==> src/rtl/core/hcig_pkg.sv <==
// Shared types, constants and codes of the hop channel index generator.
package hcig_pkg;

  // Field widths
  localparam int unsigned BYTE_W    = 8;
  localparam int unsigned COUNTER_W = 16;
  localparam int unsigned SCR_LO_W  = 64;
  localparam int unsigned SCR_HI_W  = 16;
  localparam int unsigned CFG_IDX_W = 2;
  localparam int unsigned CFG_DATA_W = 64;

  // Scramble table
  localparam int unsigned TABLE_BYTES          = (SCR_LO_W + SCR_HI_W) / BYTE_W;
  localparam int unsigned DEF_SCRAMBLE_ENTRIES = 10;

  // Serial divider: widest dividend is counter times table byte plus index
  localparam int unsigned DIV_DW = COUNTER_W + BYTE_W + 1;
  localparam int unsigned DIV_VW = BYTE_W;
  localparam int unsigned DIV_CW = $clog2(DIV_DW + 1);

  // Steps per division, one quotient bit per step
  localparam logic [DIV_CW-1:0] STEPS_BYTE    = DIV_CW'(BYTE_W);
  localparam logic [DIV_CW-1:0] STEPS_COUNTER = DIV_CW'(COUNTER_W);
  localparam logic [DIV_CW-1:0] STEPS_ACC     = DIV_CW'(DIV_DW);

  // Reset values of the configuration registers
  localparam logic [BYTE_W-1:0] RST_CHANNEL_COUNT   = 8'd16;
  localparam logic [BYTE_W-1:0] RST_BROADCAST_COUNT = 8'd4;

  // Configuration register indexes
  typedef enum logic [CFG_IDX_W-1:0] {
    CFG_CHANNEL_COUNT   = 2'd0,
    CFG_BROADCAST_COUNT = 2'd1,
    CFG_SCRAMBLE_LOW    = 2'd2,
    CFG_SCRAMBLE_HIGH   = 2'd3
  } cfg_reg_t;

  // Sequencer states
  typedef enum logic [3:0] {
    ST_IDLE,
    ST_PERIOD,
    ST_PERIOD_WAIT,
    ST_CLASS,
    ST_CLASS_WAIT,
    ST_SHUFFLE,
    ST_SPREAD_WAIT,
    ST_SPREAD,
    ST_LOOP,
    ST_LOOP_WAIT,
    ST_SELECT,
    ST_SELECT_REM,
    ST_ACC,
    ST_MOD,
    ST_MOD_WAIT,
    ST_DONE
  } hop_state_t;

  // Divider request and response
  typedef struct packed {
    logic              start;
    logic [DIV_DW-1:0] dividend;
    logic [DIV_VW-1:0] divisor;
    logic [DIV_CW-1:0] steps;
  } div_req_t;

  typedef struct packed {
    logic              busy;
    logic [DIV_DW-1:0] quo;
    logic [DIV_VW-1:0] rem;
  } div_rsp_t;

endpackage

==> src/rtl/core/hcig_cfg_if.sv <==
// Configuration write channel of the hop channel index generator.
interface hcig_cfg_if import hcig_pkg::*; ();
  logic                  valid;
  logic                  ready;
  logic [CFG_IDX_W-1:0]  index;
  logic [CFG_DATA_W-1:0] data;

  modport source (output valid, index, data, input ready);
  modport sink (input valid, index, data, output ready);
endinterface

==> src/rtl/core/hcig_in_if.sv <==
// Input request channel: slot index and list counter.
interface hcig_in_if import hcig_pkg::*; ();
  logic                 valid;
  logic                 ready;
  logic [BYTE_W-1:0]    slot_index;
  logic [COUNTER_W-1:0] list_counter;

  modport source (output valid, slot_index, list_counter, input ready);
  modport sink (input valid, slot_index, list_counter, output ready);
endinterface

==> src/rtl/core/hcig_out_if.sv <==
// Result channel: hop index and broadcast flag.
interface hcig_out_if import hcig_pkg::*; ();
  logic              valid;
  logic              ready;
  logic [BYTE_W-1:0] hop_index;
  logic              is_broadcast;

  modport source (output valid, hop_index, is_broadcast, input ready);
  modport sink (input valid, hop_index, is_broadcast, output ready);
endinterface

==> src/rtl/core/hcig_div.sv <==
// Restoring serial divider, one quotient bit per cycle, left-aligned dividend.
module hcig_div import hcig_pkg::*; (
  input  logic     clk,
  input  logic     rst_n,
  input  div_req_t req,
  output div_rsp_t rsp
);

  logic              busy_r;
  logic [DIV_CW-1:0] cnt_r;
  logic [DIV_DW-1:0] quo_r;
  logic [DIV_VW-1:0] rem_r;
  logic [DIV_VW-1:0] divisor_r;

  logic [DIV_VW:0]   trial;
  logic              trial_ge;
  logic [DIV_VW:0]   trial_diff;
  logic [DIV_VW-1:0] rem_nxt;

  // Shift in the next dividend bit and try the subtraction
  always_comb begin
    trial      = {rem_r, quo_r[DIV_DW-1]};
    trial_ge   = trial >= {1'b0, divisor_r};
    trial_diff = trial - {1'b0, divisor_r};
    rem_nxt    = trial_ge ? trial_diff[DIV_VW-1:0] : trial[DIV_VW-1:0];
  end

  // Control: load on start, count down the steps
  always_ff @(posedge clk) begin
    if (!rst_n) begin
      busy_r <= 1'b0;
      cnt_r  <= '0;
    end else if (req.start) begin
      busy_r <= 1'b1;
      cnt_r  <= req.steps;
    end else if (busy_r) begin
      cnt_r <= cnt_r - DIV_CW'(1);
      if (cnt_r == DIV_CW'(1)) begin
        busy_r <= 1'b0;
      end
    end
  end

  // Datapath: quotient bits enter at the bottom of the dividend register
  always_ff @(posedge clk) begin
    if (req.start) begin
      quo_r     <= req.dividend;
      rem_r     <= '0;
      divisor_r <= req.divisor;
    end else if (busy_r) begin
      quo_r <= {quo_r[DIV_DW-2:0], trial_ge};
      rem_r <= rem_nxt;
    end
  end

  assign rsp.busy = busy_r;
  assign rsp.quo  = quo_r;
  assign rsp.rem  = rem_r;

endmodule

==> src/rtl/core/hop_channel_index_generator_core.sv <==
// Five divisions run on the serial divider for a request when all are needed (8, 8, 8, 16
// and 25 steps); divisions are skipped when the channel or broadcast count is zero, or
// when the broadcast count exceeds the channel count.
// A new request is taken only in the idle state, once the previous result has gone to the
// result register; a stalled result holds the next one in the done state.
// Reset (synchronous, rst_n low): registers to 16 and 4 channels, zero table, zero position.
module hop_channel_index_generator_core import hcig_pkg::*; #(
  parameter int unsigned SCRAMBLE_ENTRIES = DEF_SCRAMBLE_ENTRIES
) (
  input  logic clk,
  input  logic rst_n,
  hcig_cfg_if.sink   cfg_req,
  hcig_in_if.sink    in_req,
  hcig_out_if.source out_res
);

  localparam int unsigned SEL_W   = (SCRAMBLE_ENTRIES > 1) ? $clog2(SCRAMBLE_ENTRIES) : 1;
  localparam int unsigned PAD_B   = DIV_DW - BYTE_W;
  localparam int unsigned PAD_C   = DIV_DW - COUNTER_W;
  localparam int unsigned PROD_W  = COUNTER_W + BYTE_W;

  // Reciprocal of the table size, exact for every 16-bit loop count
  localparam int unsigned SEL_SHIFT = 20;
  localparam int unsigned RECIP_W   = SEL_SHIFT + 1;
  localparam int unsigned SEL_PW    = COUNTER_W + RECIP_W;
  localparam logic [RECIP_W-1:0] SEL_RECIP =
    RECIP_W'(((1 << SEL_SHIFT) + SCRAMBLE_ENTRIES - 1) / SCRAMBLE_ENTRIES);
  localparam logic [COUNTER_W-1:0] SEL_DIV = COUNTER_W'(SCRAMBLE_ENTRIES);

  // Configuration registers
  logic [BYTE_W-1:0]   ch_r;
  logic [BYTE_W-1:0]   bc_r;
  logic [SCR_LO_W-1:0] scr_lo_r;
  logic [SCR_HI_W-1:0] scr_hi_r;

  // Sequencer and datapath registers
  hop_state_t           state_r, state_nxt;
  logic [BYTE_W-1:0]    slot_r;
  logic [COUNTER_W-1:0] counter_r;
  logic [BYTE_W-1:0]    period_r, period_nxt;
  logic                 bcast_r, bcast_nxt;
  logic [BYTE_W-1:0]    bcidx_r, bcidx_nxt;
  logic [BYTE_W-1:0]    pos_r, pos_nxt;
  logic [BYTE_W-1:0]    idx_r, idx_nxt;
  logic [DIV_DW-1:0]    acc_r, acc_nxt;
  logic [COUNTER_W-1:0] sel_q_r, sel_q_nxt;
  logic [SEL_W-1:0]     sel_r, sel_nxt;
  logic                 out_valid_r, out_valid_nxt;
  logic [BYTE_W-1:0]    out_hop_r, out_hop_nxt;
  logic                 out_bc_r, out_bc_nxt;

  div_req_t div_req;
  div_rsp_t div_rsp;

  // Shared arithmetic
  logic [BYTE_W-1:0]    uni_count;
  logic [BYTE_W-1:0]    shuf_arg;
  logic [BYTE_W-1:0]    shuf_half;
  logic [BYTE_W-1:0]    shuf_v;
  logic [BYTE_W:0]      pos_inc;
  logic [COUNTER_W-1:0] mul_a;
  logic [BYTE_W-1:0]    mul_b;
  logic [PROD_W-1:0]    mul_p;
  logic [SEL_PW-1:0]    sel_prod;
  logic [COUNTER_W-1:0] sel_rem;
  logic [BYTE_W-1:0]    tbl_bytes [SCRAMBLE_ENTRIES];
  logic [BYTE_W-1:0]    tbl_byte;
  logic                 in_take;

  hcig_div u_div (
    .clk   (clk),
    .rst_n (rst_n),
    .req   (div_req),
    .rsp   (div_rsp)
  );

  // Scramble table bytes, byte 0 in the lowest bits
  for (genvar k = 0; k < SCRAMBLE_ENTRIES; k++) begin : g_tbl
    assign tbl_bytes[k] = (k < SCR_LO_W / BYTE_W) ?
                          scr_lo_r[(k % (SCR_LO_W / BYTE_W)) * BYTE_W +: BYTE_W] :
                          scr_hi_r[(k % (SCR_HI_W / BYTE_W)) * BYTE_W +: BYTE_W];
  end
  assign tbl_byte = tbl_bytes[sel_r];

  // Shuffle: interleave even and odd indexes below the unicast count
  always_comb begin
    uni_count = ch_r - bc_r;
    shuf_arg  = bcast_r ? (uni_count + bcidx_r) : pos_r;
    shuf_half = {1'b0, shuf_arg[BYTE_W-1:1]};
    shuf_v    = shuf_arg;
    if ((bc_r <= ch_r) && (shuf_arg < uni_count)) begin
      shuf_v = shuf_arg[0] ? (uni_count - 8'd1 - shuf_half) : shuf_half;
    end
    pos_inc = {1'b0, pos_r} + 9'd1;
  end

  // Shared multiplier, operands picked by state
  always_comb begin
    if (state_r == ST_ACC) begin
      mul_a = counter_r;
      mul_b = tbl_byte;
    end else begin
      mul_a = {{(COUNTER_W-BYTE_W){1'b0}}, div_rsp.rem};
      mul_b = period_r;
    end
    mul_p = {{BYTE_W{1'b0}}, mul_a} * {{COUNTER_W{1'b0}}, mul_b};
  end

  // Table select: loop count modulo table entries by reciprocal multiplication
  always_comb begin
    sel_prod = {{RECIP_W{1'b0}}, div_rsp.quo[COUNTER_W-1:0]} *
               {{COUNTER_W{1'b0}}, SEL_RECIP};
    sel_rem  = div_rsp.quo[COUNTER_W-1:0] - sel_q_r * SEL_DIV;
  end

  assign in_take = in_req.valid && (state_r == ST_IDLE);

  // Next state
  always_comb begin
    state_nxt = state_r;
    unique case (state_r)
      ST_IDLE:        if (in_req.valid) state_nxt = (bc_r != '0) ? ST_PERIOD : ST_CLASS;
      ST_PERIOD:      state_nxt = ST_PERIOD_WAIT;
      ST_PERIOD_WAIT: if (!div_rsp.busy) state_nxt = ST_CLASS;
      ST_CLASS:       state_nxt = (period_r != '0) ? ST_CLASS_WAIT : ST_SHUFFLE;
      ST_CLASS_WAIT:  if (!div_rsp.busy) state_nxt = ST_SHUFFLE;
      ST_SHUFFLE:     state_nxt = (bc_r != '0) ? ST_SPREAD_WAIT : ST_LOOP;
      ST_SPREAD_WAIT: if (!div_rsp.busy) state_nxt = ST_SPREAD;
      ST_SPREAD:      state_nxt = ST_LOOP;
      ST_LOOP:        state_nxt = (ch_r != '0) ? ST_LOOP_WAIT : ST_DONE;
      ST_LOOP_WAIT:   if (!div_rsp.busy) state_nxt = ST_SELECT;
      ST_SELECT:      state_nxt = ST_SELECT_REM;
      ST_SELECT_REM:  state_nxt = ST_ACC;
      ST_ACC:         state_nxt = ST_MOD;
      ST_MOD:         state_nxt = ST_MOD_WAIT;
      ST_MOD_WAIT:    if (!div_rsp.busy) state_nxt = ST_DONE;
      ST_DONE:        if (!out_valid_r || out_res.ready) state_nxt = ST_IDLE;
      default:        state_nxt = ST_IDLE;
    endcase
  end

  // Outputs: divider requests and datapath updates
  always_comb begin
    div_req       = '0;
    period_nxt    = period_r;
    bcast_nxt     = bcast_r;
    bcidx_nxt     = bcidx_r;
    pos_nxt       = pos_r;
    idx_nxt       = idx_r;
    acc_nxt       = acc_r;
    sel_q_nxt     = sel_q_r;
    sel_nxt       = sel_r;
    out_valid_nxt = out_valid_r && !out_res.ready;
    out_hop_nxt   = out_hop_r;
    out_bc_nxt    = out_bc_r;
    unique case (state_r)
      ST_IDLE: begin
        period_nxt = '0;
      end
      ST_PERIOD: begin
        // channels per broadcast slot
        div_req.start    = 1'b1;
        div_req.dividend = {ch_r, {PAD_B{1'b0}}};
        div_req.divisor  = bc_r;
        div_req.steps    = STEPS_BYTE;
      end
      ST_PERIOD_WAIT: begin
        if (!div_rsp.busy) period_nxt = div_rsp.quo[BYTE_W-1:0];
      end
      ST_CLASS: begin
        bcast_nxt = 1'b1;
        bcidx_nxt = '0;
        if (period_r != '0) begin
          div_req.start    = 1'b1;
          div_req.dividend = {slot_r, {PAD_B{1'b0}}};
          div_req.divisor  = period_r;
          div_req.steps    = STEPS_BYTE;
        end
      end
      ST_CLASS_WAIT: begin
        if (!div_rsp.busy) begin
          bcast_nxt = (div_rsp.rem == '0);
          bcidx_nxt = div_rsp.quo[BYTE_W-1:0];
        end
      end
      ST_SHUFFLE: begin
        // advance and wrap the unicast position
        if (!bcast_r) begin
          pos_nxt = (pos_inc >= {1'b0, uni_count}) ? '0 : pos_inc[BYTE_W-1:0];
        end
        idx_nxt = shuf_v;
        if (bc_r != '0) begin
          div_req.start    = 1'b1;
          div_req.dividend = {shuf_v, {PAD_B{1'b0}}};
          div_req.divisor  = bc_r;
          div_req.steps    = STEPS_BYTE;
        end
      end
      ST_SPREAD_WAIT: begin
      end
      ST_SPREAD: begin
        // spread: remainder times period plus quotient
        idx_nxt = mul_p[BYTE_W-1:0] + div_rsp.quo[BYTE_W-1:0];
      end
      ST_LOOP: begin
        if (ch_r != '0) begin
          div_req.start    = 1'b1;
          div_req.dividend = {counter_r, {PAD_C{1'b0}}};
          div_req.divisor  = ch_r;
          div_req.steps    = STEPS_COUNTER;
        end else begin
          idx_nxt = '0;
        end
      end
      ST_LOOP_WAIT: begin
      end
      ST_SELECT: begin
        // table select: quotient of the loop count by the table size
        sel_q_nxt = sel_prod[SEL_SHIFT +: COUNTER_W];
      end
      ST_SELECT_REM: begin
        // hold the remainder as the table entry
        sel_nxt = sel_rem[SEL_W-1:0];
      end
      ST_ACC: begin
        acc_nxt = {1'b0, mul_p} + {{(DIV_DW-BYTE_W){1'b0}}, idx_r};
      end
      ST_MOD: begin
        div_req.start    = 1'b1;
        div_req.dividend = acc_r;
        div_req.divisor  = ch_r;
        div_req.steps    = STEPS_ACC;
      end
      ST_MOD_WAIT: begin
        if (!div_rsp.busy) idx_nxt = div_rsp.rem;
      end
      ST_DONE: begin
        // load the result register once it is free
        if (!out_valid_r || out_res.ready) begin
          out_valid_nxt = 1'b1;
          out_hop_nxt   = idx_r;
          out_bc_nxt    = bcast_r;
        end
      end
      default: begin
      end
    endcase
  end

  // Configuration writes
  assign cfg_req.ready = 1'b1;

  always_ff @(posedge clk) begin
    if (!rst_n) begin
      ch_r     <= RST_CHANNEL_COUNT;
      bc_r     <= RST_BROADCAST_COUNT;
      scr_lo_r <= '0;
      scr_hi_r <= '0;
    end else if (cfg_req.valid) begin
      unique case (cfg_req.index)
        CFG_CHANNEL_COUNT:   ch_r     <= cfg_req.data[BYTE_W-1:0];
        CFG_BROADCAST_COUNT: bc_r     <= cfg_req.data[BYTE_W-1:0];
        CFG_SCRAMBLE_LOW:    scr_lo_r <= cfg_req.data[SCR_LO_W-1:0];
        CFG_SCRAMBLE_HIGH:   scr_hi_r <= cfg_req.data[SCR_HI_W-1:0];
        default: begin
        end
      endcase
    end
  end

  // Control registers
  always_ff @(posedge clk) begin
    if (!rst_n) begin
      state_r     <= ST_IDLE;
      pos_r       <= '0;
      out_valid_r <= 1'b0;
    end else begin
      state_r     <= state_nxt;
      pos_r       <= pos_nxt;
      out_valid_r <= out_valid_nxt;
    end
  end

  // Payload registers
  always_ff @(posedge clk) begin
    if (in_take) begin
      slot_r    <= in_req.slot_index;
      counter_r <= in_req.list_counter;
    end
    period_r  <= period_nxt;
    bcast_r   <= bcast_nxt;
    bcidx_r   <= bcidx_nxt;
    idx_r     <= idx_nxt;
    acc_r     <= acc_nxt;
    sel_q_r   <= sel_q_nxt;
    sel_r     <= sel_nxt;
    out_hop_r <= out_hop_nxt;
    out_bc_r  <= out_bc_nxt;
  end

  assign in_req.ready         = (state_r == ST_IDLE);
  assign out_res.valid        = out_valid_r;
  assign out_res.hop_index    = out_hop_r;
  assign out_res.is_broadcast = out_bc_r;

`ifndef SYNTHESIS
  // Result stays below a nonzero channel count
  a_hop_range: assert property (@(posedge clk) disable iff (!rst_n)
    (out_valid_r && (ch_r != 8'd0)) |-> (out_hop_r < ch_r))
    else $error("hop index not below channel count");

  // No channels gives index zero
  a_hop_zero: assert property (@(posedge clk) disable iff (!rst_n)
    (out_valid_r && (ch_r == 8'd0)) |-> (out_hop_r == 8'd0))
    else $error("nonzero hop index with no channels");

  // Divider is never restarted mid-division
  a_div_start: assert property (@(posedge clk) disable iff (!rst_n)
    div_req.start |-> !div_rsp.busy)
    else $error("divider started while busy");

  // Unicast position moves only after a unicast shuffle
  a_pos_move: assert property (@(posedge clk) disable iff (!rst_n)
    ($past(rst_n) && !$stable(pos_r)) |-> (($past(state_r) == ST_SHUFFLE) && !$past(bcast_r)))
    else $error("unicast position changed outside unicast shuffle");

  // A new result appears only from the done state
  a_out_rise: assert property (@(posedge clk) disable iff (!rst_n)
    ($past(rst_n) && $rose(out_valid_r)) |-> ($past(state_r) == ST_DONE))
    else $error("result valid raised outside done state");
`endif

endmodule

==> src/flat_wrapper.sv <==
// flat-port wrapper written by rule: the top's interface ports become plain ports
module hop_channel_index_generator_core_flat import hcig_pkg::*;
#(
  parameter int unsigned SCRAMBLE_ENTRIES = DEF_SCRAMBLE_ENTRIES
)
  (clk, rst_n, cfg_req_valid, cfg_req_index, cfg_req_data, cfg_req_ready, in_req_valid, in_req_slot_index, in_req_list_counter, in_req_ready, out_res_valid, out_res_hop_index, out_res_is_broadcast, out_res_ready);
  hcig_cfg_if cfg_req_i ();
  hcig_in_if in_req_i ();
  hcig_out_if out_res_i ();
  input  logic clk;
  input  logic rst_n;
  input wire logic [$bits(cfg_req_i.valid)-1:0] cfg_req_valid;
  input wire logic [$bits(cfg_req_i.index)-1:0] cfg_req_index;
  input wire logic [$bits(cfg_req_i.data)-1:0] cfg_req_data;
  output wire logic [$bits(cfg_req_i.ready)-1:0] cfg_req_ready;
  input wire logic [$bits(in_req_i.valid)-1:0] in_req_valid;
  input wire logic [$bits(in_req_i.slot_index)-1:0] in_req_slot_index;
  input wire logic [$bits(in_req_i.list_counter)-1:0] in_req_list_counter;
  output wire logic [$bits(in_req_i.ready)-1:0] in_req_ready;
  output wire logic [$bits(out_res_i.valid)-1:0] out_res_valid;
  output wire logic [$bits(out_res_i.hop_index)-1:0] out_res_hop_index;
  output wire logic [$bits(out_res_i.is_broadcast)-1:0] out_res_is_broadcast;
  input wire logic [$bits(out_res_i.ready)-1:0] out_res_ready;
  assign cfg_req_i.valid = cfg_req_valid;
  assign cfg_req_i.index = cfg_req_index;
  assign cfg_req_i.data = cfg_req_data;
  assign cfg_req_ready = cfg_req_i.ready;
  assign in_req_i.valid = in_req_valid;
  assign in_req_i.slot_index = in_req_slot_index;
  assign in_req_i.list_counter = in_req_list_counter;
  assign in_req_ready = in_req_i.ready;
  assign out_res_valid = out_res_i.valid;
  assign out_res_hop_index = out_res_i.hop_index;
  assign out_res_is_broadcast = out_res_i.is_broadcast;
  assign out_res_i.ready = out_res_ready;
  hop_channel_index_generator_core #(.SCRAMBLE_ENTRIES(SCRAMBLE_ENTRIES)) u_core (.clk(clk), .rst_n(rst_n), .cfg_req(cfg_req_i), .in_req(in_req_i), .out_res(out_res_i));
endmodule
==> config.mk <==
export PLATFORM = sky130hd
export DESIGN_NAME = hop_channel_index_generator_core_flat
export DESIGN_NICKNAME = d
export VERILOG_FILES = /design/src/rtl/core/hcig_pkg.sv /design/src/rtl/core/hcig_cfg_if.sv /design/src/rtl/core/hcig_in_if.sv /design/src/rtl/core/hcig_out_if.sv /design/src/rtl/core/hcig_div.sv /design/src/rtl/core/hop_channel_index_generator_core.sv /design/src/flat_wrapper.sv
export SDC_FILE = /design/constraint.sdc
export NUM_CORES = 1
export LEC_CHECK = 0
export ABC_AREA = 1
export CAP_MARGIN = 20
export CORE_UTILIZATION = 45
export CTS_CLUSTER_SIZE = 12
export DETAILED_ROUTE_END_ITERATION = 16
export DONT_BUFFER_PORTS = 1
export GPL_TIMING_DRIVEN = 0
export PLACE_DENSITY_LB_ADDON = 0.05
export SLEW_MARGIN = 15
export SYNTH_ARGS = -nofsm -noshare
export SYNTH_HDL_FRONTEND = slang
export SYNTH_SLANG_ARGS = --single-unit
export TNS_END_PERCENT = 50
==> constraint.sdc <==
create_clock -name clk -period 6.7 [get_ports clk]
set_input_delay 0.335 -clock clk [delete_from_list [all_inputs] [get_ports clk]]
set_output_delay 0.335 -clock clk [all_outputs]
set_load 0.005 [all_outputs]
==> results.cfg, run 1 <==
[placed_design]
dp_cells = 3161
gp_routability_congestion = 0.925
dpl_worst_slack_ps = -1210
post_dp_cell_area_mm2 = 0.0217
dp_hpwl_mm = 52.4
port_buffers = 0

[setup_path]
cp_slowest_stage_delay_ps = 530
end_kind = flop
crit_required_ps = 7030
worstPathArrival_ps = 6780
crit_path_top_delay_cell = fa_1
critPathKind = reg -> reg
start_kind = flop
crit_path_max_fanout = 10

[grt]
grt_pass1_vias = 18200
grt_first_pass_wirelength_mm = 104
antenna_found_initial = 1
grt_max_degree = 34
grt_overflow = 0
grt_use_total = 0.284

[detailed_routing]
firstDrtPassIters = 5
vias = 17900
drt-wirelength-per-cell_um = 19.6
totalWireLength_mm = 65.3
dr.first_iter.drc_count = 1285
drc = 0
ant_nets = 0
viasPerCell = 5.38

[logic_synthesis]
synth_edf_count = 123
synth.most_common_cell = inv_1
async_flop_share = 0
synth.area.top_cells = edfxtp_1 (18%), fa_1 (15%), dfxtp_1 (12%), ha_1 (12%), inv_1 (7.2%)
syn-num-nets = 3002
syn_inst = 2560
synth_area_mm2 = 0.0209
avgSynthCellArea_um2 = 8.15
yosys_warnings = 0
synthFlopType = edfxtp_1
ys_seq_elements = 246
synth_common_cells = inv_1 (403), nor2_1 (392), nand2_1 (360)
seq_area_frac_synth = 0.295
synth_top_area_share = 0.177
synth_cell_types = 63
synth_top_area_cell = edfxtp_1

[clocking]
cts-root-buf = clkbuf_16
htreeDepth = 1
cts.clk_slew.worst_paths_ps = 60
tritoncts = done
cts_buffer_depth = 3
clk_latency_ps = 580
cts.sink_count = 246
cts_made_buffers = 30

[floorplan]
rows = 78
die_y_um = 217
die_area_mm2 = 0.0472
ios = 107
coreArea_mm2 = 0.0456
die_w_um = 217
start_util = 0.458

[sta]
final_max_slew_viol_count = 0
fmax_mhz = 155
fin_crit_sh = 0.963
fin_crit_ps = 6450
timing.final.ws_setup_ps = 245
setup-violations-final = 0
hold_viol = 0
worst_pin_slew_ps = 887
clock_skew_ps = 19.2
slew_headroom = 0.408

[run_status]
status = finished clean

[layout]
areaGrowthSynthToFinish_pct = 16.2
drive_above_1_share = 0.104
layout.nets = 3146
stdcell_area_mm2 = 0.0242
fin_cells = 3329
nFillCells = 4335
final_util = 0.532

[job]
maxCapViolCount = 0

[hold_path]
min_path_type = in -> reg
critical path: cells and delay by family (launching register included):
family | cells | cell delay (ps)
xor+xnor | 2 | 460
simple gates | 7 | 1100
buf+inv | 7 | 710
compound gates | 4 | 830
flops | 1 | 460
fa+ha+maj | 6 | 2630
registers in the layout, indices dropped and copies added (netlist names), 16 cells and up:
signal,flops
u_core.u_div.quo_r,25
u_core.counter_r,16
u_core.acc_r,25
u_core.scr_lo_r,64
u_core.scr_hi_r,16
repair_timing:
item                                    4_1_cts  5_1_grt
setup buffers                                10        8
hold buffers                                 89        0
gates resized for setup                      52       98
endpoints found under the hold margin       120        0
pin swaps                                    10       25
gates cloned                                  0        0
endpoints found under the setup margin       20       10
final timing paths:
check,from,endpoint,slack [ps],cells after the start
setup / recovery,u_core.sel_r[0],u_core.acc_r[20],250,26
hold / removal,cfg_req_index[0],u_core.ch_r[4],50,3
setup reg to reg,u_core.sel_r[0],u_core.acc_r[20],250,26
hold reg to reg,u_core.scr_hi_r[1],u_core.scr_hi_r[1],480,2
metrics by stage:
step	TNS [ps]	hold slack [ps]
after global placement	-18390	434
after floorplan	0	430
after global routing	-7.51	57.5
after detailed placement	-13380	434
final	0	46.8
after CTS	0	23.2
cell type report:
class	count	area, um^2	area share
plain buffers	66	343	0.0141
clock buffers	44	905	0.0373
clock inverters	12	67.6	0.00279
repair buffers	112	1090	0.0449
flip-flops and latches	246	6160	0.254
well taps	600	751	0.0310
multi-input cells	1823	13300	0.550
inverters	425	1600	0.0659
diodes	1	2.50	0.000103
layer usage:
layer	vias to the layer above	share of wire	track usage
met4	0	0.026	0.0711
met5	-	0	0
met1	8678	0.46	0.388
met2	482	0.47	0.478
li1	8648	-	-
met3	103	0.050	0.0330
placed cells by master, fill, tap and decap left out, drive strengths merged, types with 9 or more instances in the layout:
cell,instances
o221ai,24
buf,48
a31oi,9
nand3,128
o21ai,182
edfxtp,123
nand4,27
dlygate4sd3,89
o211ai,25
clkinv,13
nor3,17
nand2,383
nor2,417
dfxtp,123
ha,192
xnor2,27
inv,423
a21oi,122
fa,155
clkbuf,85
a211oi,15
xor2,40
cells by family after synthesis:
kind of cell / count (synthesis) / synth area share
and+or+nand+nor: 991 / 0.205
buffers and inverters: 491 / 0.0901
AOI/OAI and AO/OA: 417 / 0.117
adders and majority gates: 347 / 0.264
DFF: 246 / 0.295
xor gates and xnor gates: 67 / 0.0281
other: 1 / 0.000180
Power of run 1 is not shown: default switching activity piles up to over one toggle a cycle in this logic, so the estimate is an artifact.
==> run 2: changes to the inputs <==
--- a/config.mk
+++ b/config.mk
@@ -12,7 +12,6 @@
 export DETAILED_ROUTE_END_ITERATION = 16
 export DONT_BUFFER_PORTS = 1
 export GPL_TIMING_DRIVEN = 0
-export PLACE_DENSITY_LB_ADDON = 0.05
 export SLEW_MARGIN = 15
 export SYNTH_ARGS = -nofsm -noshare
 export SYNTH_HDL_FRONTEND = slang
==> results.cfg, run 2 (same netlist as run 1, synthesis figures left out) <==
[run_status]
status = finished clean

[setup_path]
crit_path_top_delay_cell = fa_1
end_kind = flop
worstPathArrival_ps = 6780
crit_top_cell = inv_1
cp_slowest_stage_delay_ps = 540
crit_path_max_fanout = 10
start_kind = flop
path_delay_family = adder cells
critPathKind = reg -> reg
cp_num_buf_inv = 7
crit_required_ps = 7010
rrSetupSlack_ps = 230

[layout]
top_regs = u_core.scr_lo_r (64), u_core.acc_r (25), u_core.u_div.quo_r (25)
final_util = 0.525
largest_register_ff_count = 64
layout.nets = 3139
top_register = u_core.scr_lo_r
n_antenna_cell = 0
drive_above_1_share = 0.0912
final_cell_mix = inv_1 (399), nor2_1 (381), nand2_1 (352), ha_1 (179), o21ai_0 (163)
areaGrowthSynthToFinish_pct = 14.8
final_common_cell = inv_1

[grt]
grt_overflow = 0
grt_use_total = 0.276
grt_max_degree = 28
grt_pass1_vias = 18200
antenna_found_initial = 0
grt_first_pass_wirelength_mm = 101

[floorplan]
start_util = 0.458
rows = 78
ios = 107
die_w_um = 217
coreArea_mm2 = 0.0456
die_y_um = 217
die_area_mm2 = 0.0472

[clocking]
clk_latency_ps = 570
cts_made_buffers = 29
cts_buffer_depth = 3
htreeDepth = 1
cts-root-buf = clkbuf_16
cts.clk_slew.worst_paths_ps = 60
cts.sink_count = 246
tritoncts = done

[placed_design]
dpl_worst_slack_ps = -510
gp_routability_congestion = 0.944
port_buffers = 0
dp_hpwl_mm = 50.7

[job]
maxCapViolCount = 0

[detailed_routing]
drt-wirelength-per-cell_um = 19.3
drc = 0
totalWireLength_mm = 63.9
firstDrtPassIters = 5
vias = 18300
dr_wl_met3_mm = 3.89
wl_met2_mm = 30.0
ant_nets = 0
dr.first_iter.drc_count = 1644
highest_layer = met4
viasPerCell = 5.50
wl_met1_mm = 28.6

[sta]
setup-violations-final = 0
timing.final.ws_setup_ps = 228
worst_pin_slew_ps = 896
worst_hold_slack_ps = 11.5
finalSetupTns_ps = 0
clock_skew_ps = 14.1
fmax_mhz = 155
fin_crit_ps = 6470
final_max_slew_viol_count = 0
fin_crit_sh = 0.966
slew_headroom = 0.398
hold_viol = 0

[hold_path]
min_path_type = in -> reg
[run 2: what timing repair did]
action,in CTS,in global routing
resized for setup,24,102
hold buffers,90,0
setup buffers,2,11
endpoints found under the hold margin,118,0
pin swaps,1,15
setup endpoints to repair,15,14
[run 2: worst reg2reg max path: cells and delay by family, from the launching register on]
family | cells | cell delay, ps
AND/OR/NAND/NOR | 7 | 960
XOR/XNOR | 2 | 500
buffers and inverters | 7 | 700
adder cells (fa/ha/maj) | 6 | 2810
AO/OA/AOI/OAI | 4 | 770
flip-flops | 1 | 490
[run 2: final cells by class]
class / instances / area (um^2)
Multi-Input combinational cell: 1823 / 13200
Clock inverter: 16 / 83.8
Timing Repair Buffer: 106 / 1050
Buffer: 66 / 347
Tap cell: 600 / 751
Fill cell: 4244 / 21600
Sequential cell: 246 / 6160
Inverter: 425 / 1600
Clock buffer: 38 / 759
[run 2: worst paths after layout]
check	cells after the start	start	endpoint
max	26	u_core.sel_r[0]	u_core.acc_r[20]
min	2	cfg_req_data[3]	u_core.bc_r[3]
max reg2reg	26	u_core.sel_r[0]	u_core.acc_r[20]
min reg2reg	2	u_core.scr_hi_r[15]	u_core.scr_hi_r[15]
[run 2: routing by layer]
layer	vias up	GRT usage
met2	607	0.456
met1	8950	0.384
li1	8616	-
met4	0	0.0657
met5	-	0
met3	85	0.0309
[run 2: through the flow]
step                      cells  instance area (um^2)
after floorplan            2560                 20900
after global placement     3160                 21600
after detailed placement   3163                 21700
after CTS                  3309                 23500
after global routing       3320                 23900
final                      3320                 23900
Power of run 2 is left out for the same reason.
==> run 3: changes to the inputs <==
--- a/config.mk
+++ b/config.mk
@@ -12,6 +12,7 @@
 export DETAILED_ROUTE_END_ITERATION = 16
 export DONT_BUFFER_PORTS = 1
 export GPL_TIMING_DRIVEN = 0
+export REMOVE_ABC_BUFFERS = 1
 export SLEW_MARGIN = 15
 export SYNTH_ARGS = -nofsm -noshare
 export SYNTH_HDL_FRONTEND = slang
==> results.cfg, run 3 (same netlist as run 1, synthesis figures left out) <==
[layout]
regArea_mm2 = 0.00616
nFillCells = 4181
largest_register_ff_count = 64
drive_above_1_share = 0.118
multi_input_area_mm2 = 0.0135
final_cell_mix = inv_1 (394), nor2_1 (367), nand2_1 (340), ha_1 (176), o21ai_0 (159)
areaGrowthSynthToFinish_pct = 18.1
final_common_cell = inv_1
layout.nets = 3136
top_register = u_core.scr_lo_r
top_regs = u_core.scr_lo_r (64), u_core.acc_r (25), u_core.u_div.quo_r (25)

[run_status]
status = finished clean

[clocking]
tritoncts = done
cts_buffer_depth = 3
cts.sink_count = 246
cts_made_buffers = 29
clk_latency_ps = 580
cts-root-buf = clkbuf_16
htreeDepth = 1
cts.clk_slew.worst_paths_ps = 60

[sta]
hold_viol = 0
final_max_slew_viol_count = 0
fmax_mhz = 154
timing.final.ws_setup_ps = 199
fin_crit_sh = 0.970
slew_headroom = 0.307
finalSetupTns_ps = 0
worst_pin_slew_ps = 1030
fin_crit_ps = 6500
clock_skew_ps = 16.7
setup-violations-final = 0

[setup_path]
critPathKind = reg -> reg
end_kind = flop
cp_slowest_stage_delay_ps = 550
path_delay_family = adder cells
cp_num_buf_inv = 10
reg2regPathDepth = 32
crit_required_ps = 7030
worstPathArrival_ps = 6830
crit_path_max_fanout = 12
rrSetupSlack_ps = 200
path_depth = 32
crit_path_top_delay_cell = fa_1
start_kind = flop

[detailed_routing]
firstDrtPassIters = 5
drt-wirelength-per-cell_um = 18.6
viasPerCell = 5.43
totalWireLength_mm = 61.8
ant_nets = 0
drc = 0
dr.first_iter.drc_count = 1375
vias = 18000

[grt]
grt_first_pass_wirelength_mm = 97.6
grt_pass1_vias = 17800
antenna_found_initial = 5
grt_max_degree = 90
grt_use_total = 0.266
grt_overflow = 0

[placed_design]
dpl_worst_slack_ps = -1670
gp_routability_congestion = 0.926
dp_hpwl_mm = 46.2
port_buffers = 0

[floorplan]
die_area_mm2 = 0.0472
die_y_um = 217
ios = 107
rows = 78
coreArea_mm2 = 0.0456
die_w_um = 217
start_util = 0.458

[hold_path]
whs_path_depth = 3
min_path_type = in -> reg

[job]
maxCapViolCount = 0
## run 3: timing repair
item                                   in CTS  in global routing
resized for setup                          55                112
pin swaps                                  16                 50
gates cloned                                4                  3
setup endpoints to repair                  22                 14
hold buffers                               94                  0
setup buffers                              35                 25
endpoints found under the hold margin     123                  0
## run 3: worst paths after layout
check	startpoint	endpoint
worst min-delay path	cfg_req_index[1]	u_core.bc_r[0]
worst min register to register	u_core.scr_hi_r[14]	u_core.scr_hi_r[14]
worst max-delay path	u_core.sel_r[0]	u_core.acc_r[19]
worst max register to register	u_core.sel_r[0]	u_core.acc_r[19]
## run 3: stage by stage
stage               instances   util  instance area, um^2  hold slack, ps
CTS                      3286  0.524                23900            2.04
detailed placement       3099  0.471                21500             434
global placement         3094  0.468                21300             432
finish                   3320  0.541                24700            30.2
global route             3319  0.541                24700            52.2
floorplan                2494      -                20600             419
## run 3: cell type report
class	instances	share of cell area
Sequential cell	246	0.250
Tap cell	600	0.0304
Timing Repair inverter	4	0.00122
Multi-Input combinational cell	1824	0.549
Clock inverter	12	0.00421
Clock buffer	42	0.0327
Antenna cell	3	0.000304
Timing Repair Buffer	164	0.0666
Inverter	425	0.0658
## run 3: tightest hold or removal path: stages
cell,delay [ps]
nor2_1,50
o21ai_0,140
nor2_1,40
## run 3: layer usage
metal	global-route usage	vias up	wire length [um]	share of wire
met4	0.0915	0	2040	0.033
met3	0.0411	104	4450	0.072
met5	0	-	0	0
li1	-	8626	-	-
met2	0.432	610	28400	0.46
met1	0.359	8674	26900	0.44
Power of run 3 is left out for the same reason.
